[config.mk]
export PLATFORM = sky130hd
export DESIGN_NAME = qte_fifo
export DESIGN_NICKNAME = d
export VERILOG_FILES = /design/src/design/qte_pkg.sv /design/src/design/qte_fifo.sv
export SDC_FILE = /design/constraint.sdc
export NUM_CORES = 1
export LEC_CHECK = 0
export BUFFER_PORTS_ARGS = -buffer_cell sky130_fd_sc_hd__clkbuf_2
export CAP_MARGIN = 20
export CORE_ASPECT_RATIO = 2
export CORE_MARGIN = 2
export CORE_UTILIZATION = 55
export DETAILED_ROUTE_END_ITERATION = 7
export PLACE_DENSITY = 0.77
export SETUP_SLACK_MARGIN = 0.2
export SYNTH_ARGS = -nofsm -noshare
export SYNTH_HDL_FRONTEND = slang
export SYNTH_SLANG_ARGS = --single-unit
[constraint.sdc]
create_clock -name aclk -period 11.9 [get_ports aclk]
set_clock_uncertainty 0.05 [all_clocks]
set_input_delay 2.38 -clock aclk [delete_from_list [all_inputs] [get_ports aclk]]
set_output_delay 2.38 -clock aclk [all_outputs]
set_load 0.01 [all_outputs]
[src/design/qte_pkg.sv]
`timescale 1ns / 1ps
package qte_pkg;

    // cordic iterations, capped at the length of the angle table
    localparam int CORDIC_STEPS = 16;
    localparam int TAB_LEN      = 24;
    localparam int NSTEP        = (CORDIC_STEPS > TAB_LEN) ? TAB_LEN : CORDIC_STEPS;

    localparam int VW           = 36;   // vector component width, q.30 integers
    localparam int CW           = 48;   // cordic datapath width
    localparam int ZW           = 27;   // angle accumulator, degrees q.16
    localparam int AW           = ZW - 9; // rounded angle, degrees q.7

    localparam int SQRT_STEPS   = 31;
    localparam int FRONT_LAT    = 4 + SQRT_STEPS;
    localparam int NORM_STEPS   = 6;
    localparam int LANE_LAT     = 1 + NORM_STEPS + NSTEP + 1;
    localparam int BACK_LAT     = LANE_LAT + 1;
    localparam int FIFO_DEPTH   = 4;

    localparam logic signed [ZW-1:0] ANG90  = 27'sd5898240;
    localparam logic signed [ZW-1:0] ANG180 = 27'sd11796480;
    localparam logic signed [AW-1:0] LIM180 = 18'sd23040;
    localparam logic signed [AW-1:0] LIM90  = 18'sd11520;

    // round(atan(2^-i) in degrees * 65536)
    localparam logic [21:0] ATAN_TAB [TAB_LEN] = '{
        22'd2949120, 22'd1740967, 22'd919879, 22'd466945, 22'd234379, 22'd117304,
        22'd58666, 22'd29335, 22'd14668, 22'd7334, 22'd3667, 22'd1833,
        22'd917, 22'd458, 22'd229, 22'd115, 22'd57, 22'd29,
        22'd14, 22'd7, 22'd4, 22'd2, 22'd1, 22'd0
    };

    typedef struct packed {
        logic signed [VW-1:0] ry;
        logic signed [VW-1:0] rx;
        logic signed [VW-1:0] yy;
        logic signed [VW-1:0] yx;
        logic signed [VW-1:0] s;
    } prod_t;

    typedef struct packed {
        logic signed [VW-1:0] ry;
        logic signed [VW-1:0] rx;
        logic signed [VW-1:0] yy;
        logic signed [VW-1:0] yx;
        logic signed [VW-1:0] s;
        logic signed [VW-1:0] c;
    } vec_t;

endpackage

[src/design/qte_fifo.sv]
`timescale 1ns / 1ps
module qte_fifo import qte_pkg::*; (
    input  logic aclk,
    input  logic aresetn,
    input  logic push,
    input  vec_t wr_data,
    output logic full,
    input  logic pop,
    output logic nempty,
    output vec_t rd_data
);

    localparam int PW = (FIFO_DEPTH > 1) ? $clog2(FIFO_DEPTH) : 1;
    localparam int NW = $clog2(FIFO_DEPTH + 1);

    vec_t          mem_reg [FIFO_DEPTH];
    logic [PW-1:0] wp_reg, rp_reg;
    logic [NW-1:0] cnt_reg, cnt_next;
    logic          do_push, do_pop;

    assign full    = cnt_reg == NW'(FIFO_DEPTH);
    assign nempty  = cnt_reg != '0;
    assign do_push = push && !full;
    assign do_pop  = pop && nempty;
    assign rd_data = mem_reg[rp_reg];

    always_comb begin
        cnt_next = cnt_reg;
        if (do_push && !do_pop) begin
            cnt_next = cnt_reg + 1'b1;
        end else if (do_pop && !do_push) begin
            cnt_next = cnt_reg - 1'b1;
        end
    end

    always_ff @(posedge aclk) begin
        if (!aresetn) begin
            wp_reg  <= '0;
            rp_reg  <= '0;
            cnt_reg <= '0;
        end else begin
            cnt_reg <= cnt_next;
            if (do_push) begin
                wp_reg <= (wp_reg == PW'(FIFO_DEPTH - 1)) ? '0 : wp_reg + 1'b1;
            end
            if (do_pop) begin
                rp_reg <= (rp_reg == PW'(FIFO_DEPTH - 1)) ? '0 : rp_reg + 1'b1;
            end
        end
    end

    always_ff @(posedge aclk) begin
        if (do_push) begin
            mem_reg[wp_reg] <= wr_data;
        end
    end

    a_cnt_bound: assert property (@(posedge aclk) disable iff (!aresetn)
        cnt_reg <= NW'(FIFO_DEPTH)) else $error("fifo count past depth");

    a_push_only: assert property (@(posedge aclk) disable iff (!aresetn)
        (do_push && !do_pop) |=> cnt_reg == $past(cnt_reg) + 1'b1)
        else $error("fifo count missed a push");

    a_ptr_gap: assert property (@(posedge aclk) disable iff (!aresetn)
        (cnt_reg == '0 || cnt_reg == NW'(FIFO_DEPTH)) |-> wp_reg == rp_reg)
        else $error("fifo pointers out of step with count");

endmodule

**Word level (Yosys, flattened, before mapping)**

Memory sizes are Yosys's and may differ from the RTL's. A register that Yosys moved wholly into a read port is not among the register bits.
Index checks and enable logic that the tools add are counted.

- Word-level logic and storage cells: 28
- Output and inout port bits: 218
- Memories: 1
- Register bits after elaboration: 7
- Bits in writable memories: 864

- Equal/unequal tests: 3
- Reductions and logical operators: 9
- Muxes and demuxes: 8
- $add $sub $neg: 4

Memories:

| memory | depth | width | read ports | clocked after Yosys merged registers in | wr ports | line | text |
|---|---|---|---|---|---|---|---|
| mem_reg | 4 | 216 | 1 | 1 | 1 | qte_fifo.sv:16 | `vec_t mem_reg [FIFO_DEPTH];` |

Operators by type and width:

| operator | count |
|---|---|
| 2-bit two-way mux | 4 |
| 3-bit two-way mux | 2 |
| 2-bit by 1-bit adder with 2-bit output, second input constant | 2 |
| 2-bit == test, second input constant | 2 |
| 1-bit logical AND | 4 |
| 3-bit by 1-bit adder with 3-bit output, second input constant | 1 |
| 3-bit == test, second input constant | 1 |
| 1-bit zero test | 3 |
| 3-bit nonzero test | 1 |
| 3-bit by 1-bit subtractor with 3-bit output, second input constant | 1 |
| 1-bit two-way mux | 2 |
| 2-bit nonzero test | 1 |

**Depth between registers and ports, before layout**

Gate-level depths: netlist of the first run.

- Depth after elaboration: 7
- Depth in mapped cells: 9
- Depth with buffers taken out: 8

**Worst setup path before layout of the first run**

Ideal clock, no wire load.

- Path type: input to register
- Start point: input push
- End point: memory mem_reg[0][0] (netlist bit) (enable)
- Buffers on the path: 1
- Required time: 11.247 ns
- Arrival time: 7.681 ns
- Path slack: 3.565 ns
- Setup time: 0.603 ns
- Stages: 3
- Cells stage by stage: nor2b_1 clkbuf_1 and2_1

- Cells in the longest elaborated chain, start to end: 3

RTL lines:

| what | line | text |
|---|---|---|
| from (decl) | qte_fifo.sv:5 | `input logic push,` |
| 1-bit logical AND | qte_fifo.sv:23 | `assign do_push = push && !full;` |
| named net do_push | qte_fifo.sv:19 | `logic do_push, do_pop;` |
| 1-bit two-way mux | qte_fifo.sv:53 | `if (do_push) begin` |
| 1-bit two-way mux (not written as such) | qte_fifo.sv:54 | `mem_reg[wp_reg] <= wr_data;` |
| to (decl) | qte_fifo.sv:16 |  |

The timed path passes the listed nets, and every way through them passes these cells.

==> results.json, run 1 <==
{
  "status": "finished clean",
  "dpl.hpwl_um": 37800,
  "synthSimpleGateAreaFrac_pct": 0.328,
  "clk_pin_slew_ns": 0.07,
  "cts.htree.levels": 3,
  "mostFrequentLayoutCell": "edfxtp_1",
  "routed_via_density": 5.73,
  "ctsResizeCount": 0,
  "area_growth_pct": 16.7,
  "synth_area_leader_cell": "edfxtp_1",
  "hold_class": "reg2reg",
  "drcViolationCount": 0,
  "die-area_um2": 59500,
  "drv_cap": 0,
  "synth_mux_area_share_pct": 15.5,
  "critPathKind": "reg2out",
  "nNetsFinal": 1882,
  "power_density_nw_per_um2": 214,
  "place_area_um2": 34600,
  "synth_area_leaders": "edfxtp_1 (82%), mux4_2 (15%), buf_6 (0.61%)",
  "ctsLongestPathBuffers": 3,
  "rsz0062_at_grt": "false",
  "hold_buffers": 0,
  "grt_max_degree": 153,
  "critPathMaxFanout": 68,
  "syn_nets": 1406,
  "start_kind": "flip-flop",
  "synth_cell_types": 23,
  "mostFrequentLayoutCells": "edfxtp_1 (864), clkbuf_2 (437), mux4_2 (216)",
  "finalSetupViolCount": 0,
  "tns_ns": 0,
  "ioPinCount": 438,
  "rows": 124,
  "synth_xor_area_share_pct": 0.0554,
  "cts_root_buffer": "clkbuf_16",
  "gr-usage-all-layers_pct": 20.9,
  "grt_antenna_before_repair": 21,
  "synth-edff-count": 864,
  "slew_violations": 0,
  "wl_met3_um": 5480,
  "ys_seq_area_share_pct": 82.6,
  "place_ws_ns": 6.13,
  "fmax_ghz": 0.166,
  "largest_register_ffs": 864,
  "highest_layer": "met5",
  "ys.warnings.count": 0,
  "synth_compound_area_share_pct": 0.0950,
  "drtIter0Drc": 919,
  "cts_buffers": 72,
  "start_util_pct": 55.5,
  "synth_top_area_share_pct": 82.0,
  "clock_sinks": 873,
  "vias": 14200,
  "core_um2": 56900,
  "fin_ws_ns": 5.88,
  "wl_met2_um": 31700,
  "arrival_ns": 3.59,
  "design_area_um2": 36900,
  "syn_area_per_cell_um2": 26.8,
  "worst_slew_pin_slew_ns": 1.16,
  "irDropWorstVdd_v": 0.000150,
  "synthCells": 1179,
  "grt_overflow": 0,
  "wl_per_cell_um": 25.0,
  "synth_flop_cell": "edfxtp_1",
  "grt_first_pass_wirelength_um": 92100,
  "postCtsSetupBuffers": 0,
  "first_pass_iters": 5,
  "utilization_pct": 64.8,
  "fin_crit_ns": 6.02,
  "io_buffers": 437,
  "synth_seq_cells": 873,
  "wl_met1_um": 22400,
  "place_congestion": 0.720,
  "die_w_um": 174,
  "drive_above_1_share_pct": 45.3,
  "post_synth_fa_ha_maj_area_fraction_pct": 0.301,
  "tritoncts": "yes",
  "syn-cell-area_um2": 31600,
  "finalHoldViolations": 0,
  "critPathCaptureType": "output port",
  "p_leak_nw": 12.3,
  "routed_wl_um": 61900,
  "die_y_um": 343,
  "slew_headroom_pct": 23.0,
  "drtAntennaViolNets": 0,
  "synth_top_family_by_area": "multiplexers",
  "finalCritPeriodShare_pct": 50.6,
  "grt_pass1_vias": 15100,
  "insertion_delay_ns": 0.59,
  "crit_required_ns": 9.47,
  "synthArstFlopShare_pct": 0
}
stage by stage:
stage / total power, mW / hold slack, ns / instances
after floorplan: 5.07 / 0.418 / 1179
after global placement: 5.63 / 0.425 / 2337
after detailed placement: 5.67 / 0.453 / 2337
after CTS: 7.99 / 0.462 / 2465
after global routing: 8.20 / 0.492 / 2476
final: 7.88 / 0.466 / 2477
worst max-delay path, stage by stage, from the launching register on:
cell and delay [ns]:
dfxtp_4 0.67, buf_4 0.72, buf_4 0.86, mux4_2 0.47, clkbuf_2 0.15
logic make-up (layout without fill, tap and decap cells):
family,after synthesis,in the layout
flops,873,873
fa+ha+maj,7,7
compound gates,5,5
xor+xnor,2,2
other cells,0,12
buf+inv,53,583
mux,219,219
simple gates,20,20
area by class of cell:
cell class	count	area, um^2
antenna	12	30.0
clock buffer	81	1840
clock inverter	47	459
fill	3725	20000
inverter	3	11.3
multi-input combinational	253	5150
sequential	873	26100
tap	756	946
timing repair buffer	452	2320
worst paths after layout:
check	startpoint	endpoint	slack (ns)	depth (start not counted)
min	wp_reg[1]$_SDFFE_PN0P_	wp_reg[1]$_SDFFE_PN0P_	0.47	2
min reg2reg	wp_reg[1]$_SDFFE_PN0P_	wp_reg[1]$_SDFFE_PN0P_	0.47	2
max	flip-flop	rd_data[138]	5.88	4
max reg2reg	cnt_reg[0]$_SDFFE_PN0P_	mem_reg[1][23]$_DFFE_PP_	8.10	5
synthesized netlist by cell type, types with 3 or more instances:
master	count
edfxtp_1	864
mux4_2	216
buf_2	24
buf_6	17
dfxtp_1	9
clkbuf_1	8
ha_1	6
nand2_1	6
and2_1	5
inv_1	3
mux2i_1	3
o21ai_0	3
metal layers:
metal | track usage [%] | up-vias
met1 | 25.3 | 7423
met5 | 0 | -
met2 | 35.0 | 552
met4 | 8.92 | 18
met3 | 6.68 | 121
li1 | - | 6085
power by group:
group / internal, mW / total, mW / leakage (nW) / switching (mW)
clock network: 1.29 / 2.31 / 1.12 / 1.02
logic: 0.781 / 1.71 / 3.18 / 0.926
registers: 3.75 / 3.86 / 7.99 / 0.118
No activity file was read; power rests on OpenSTA's default activity.
==> run 2, diff against run 1 <==
==> constraint.sdc (replaced) <==
create_clock -name aclk -period 5.9 [get_ports aclk]
set_clock_uncertainty 0.05 [all_clocks]
set_input_delay 1.18 -clock aclk [delete_from_list [all_inputs] [get_ports aclk]]
set_output_delay 1.18 -clock aclk [all_outputs]
set_load 0.01 [all_outputs]
==> run 2 against run 1 <==
Register-to-register slack got worse by 5.2 ns. Worst hold slack got worse by 0.0069 ns. Cell area about the same. Sequential share of layout area about the same. Combinational power increased by 110%. Sequential cell count unchanged. Largest power group unchanged.
==> results.json, run 2 (synthesis results as in run 1) <==
{
  "place_congestion": 0.746,
  "postCtsSetupBuffers": 0,
  "tritoncts": "yes",
  "critPathCaptureType": "output port",
  "irDropWorstVdd_v": 0.000371,
  "place_inst": 2345,
  "fin_cells": 2475,
  "grt_first_pass_wirelength_um": 92500,
  "grt_overflow": 0,
  "nNetsFinal": 1888,
  "hold_start": "wp_reg[1]$_SDFFE_PN0P_",
  "clock_sinks": 873,
  "power_density_nw_per_um2": 424,
  "utilization_pct": 64.8,
  "fin_crit_ns": 4.10,
  "gr-usage-all-layers_pct": 21.0,
  "first_pass_iters": 5,
  "mostFrequentLayoutCell": "edfxtp_1",
  "finalSetupViolCount": 0,
  "start_kind": "flip-flop",
  "finalHoldViolations": 0,
  "drcViolationCount": 0,
  "fin_ws_ns": 1.80,
  "drtIter0Drc": 984,
  "slew_headroom_pct": 23.5,
  "place_ws_ns": 2.18,
  "drive_above_1_share_pct": 45.3,
  "core_um2": 56900,
  "tns_ns": 0,
  "grt_pass1_vias": 15100,
  "cts_root_buffer": "clkbuf_16",
  "worst_slew_pin_slew_ns": 1.15,
  "ctsLongestPathBuffers": 3,
  "start_util_pct": 55.5,
  "fmax_ghz": 0.244,
  "ioPinCount": 438,
  "finalCritPeriodShare_pct": 69.6,
  "holdWs_ns": 0.459,
  "grt_antenna_before_repair": 22,
  "critPathKind": "reg2out",
  "slew_violations": 0,
  "clk_pin_slew_ns": 0.06,
  "critPathMaxFanout": 66,
  "crit_required_ns": 4.67,
  "cts.htree.levels": 3,
  "drtAntennaViolNets": 0,
  "mostFrequentLayoutCells": "edfxtp_1 (864), clkbuf_2 (437), mux4_2 (216)",
  "die-area_um2": 59500,
  "die_y_um": 343,
  "drv_cap": 0,
  "largest_register_ffs": 864,
  "vias": 14200,
  "rsz0062_at_grt": "false",
  "worstReg2RegStart": "cnt_reg[0]$_SDFFE_PN0P_",
  "dpl.hpwl_um": 38800,
  "hold_buffers": 0,
  "rows": 124,
  "hold_class": "reg2reg",
  "cts_buffers": 70,
  "wl_per_cell_um": 25.1,
  "area_growth_pct": 16.6,
  "grt_max_degree": 113,
  "p_leak_nw": 12.3,
  "routed_wl_um": 62000,
  "insertion_delay_ns": 0.59,
  "ctsResizeCount": 0,
  "io_buffers": 437,
  "status": "finished clean",
  "die_w_um": 174,
  "arrival_ns": 2.87,
  "routed_via_density": 5.73
}
run 2: cell count changes in the layout (fill, tap and decap cells not counted), moves of 3 or more:
cell       previous run  this run
buf_12                2        13
buf_4                13        10
bufinv_16             8         2
clkbuf_1              9        18
clkinv_1             18         9
clkinv_4              5         0
run 2: final cells by class:
class                      count  area, um^2
sequential                   873       26100
inverter                       3        11.3
multi-input combinational    253        5150
tap                          756         946
timing repair buffer         460        2520
fill                        3633       20100
antenna                       12        30.0
clock inverter                28         220
clock buffer                  90        1870
run 2: final timing paths:
| kind | endpoint | slack, ns | depth (start not counted) |
|---|---|---|---|
| hold reg to reg | wp_reg[1]$_SDFFE_PN0P_ | 0.46 | 2 |
| setup reg to reg | mem_reg[0][15]$_DFFE_PP_ | 2.93 | 4 |
| setup / recovery | rd_data[87] | 1.80 | 3 |
| hold / removal | wp_reg[1]$_SDFFE_PN0P_ | 0.46 | 2 |
run 2: stage by stage:
stage          power (mW)  cell area (um^2)
6_report             15.6             36900
5_1_grt              16.2             36900
4_1_cts              15.8             36900
3_5_place_dp         11.5             34800
3_3_place_gp         11.4             34800
2_1_floorplan        10.1             31600
run 2: critical path, cell delays in order (launching register included):
cell	delay [ns]
dfxtp_4	0.99
buf_4	0.54
mux4_2	0.43
clkbuf_2	0.16
run 2: metal layers:
layer | global-route usage, % | wire length [um] | vias up
li1 | - | - | 6088
met4 | 8.76 | 2160 | 20
met3 | 6.60 | 5430 | 127
met5 | 0 | 135 | -
met2 | 34.7 | 31700 | 571
met1 | 25.9 | 22600 | 7372
run 2: report_power, final:
group | switching [mW] | internal [mW]
sequential | 0.238 | 7.55
combinational | 1.89 | 1.63
clock | 2.00 | 2.34
total | 4.12 | 11.5
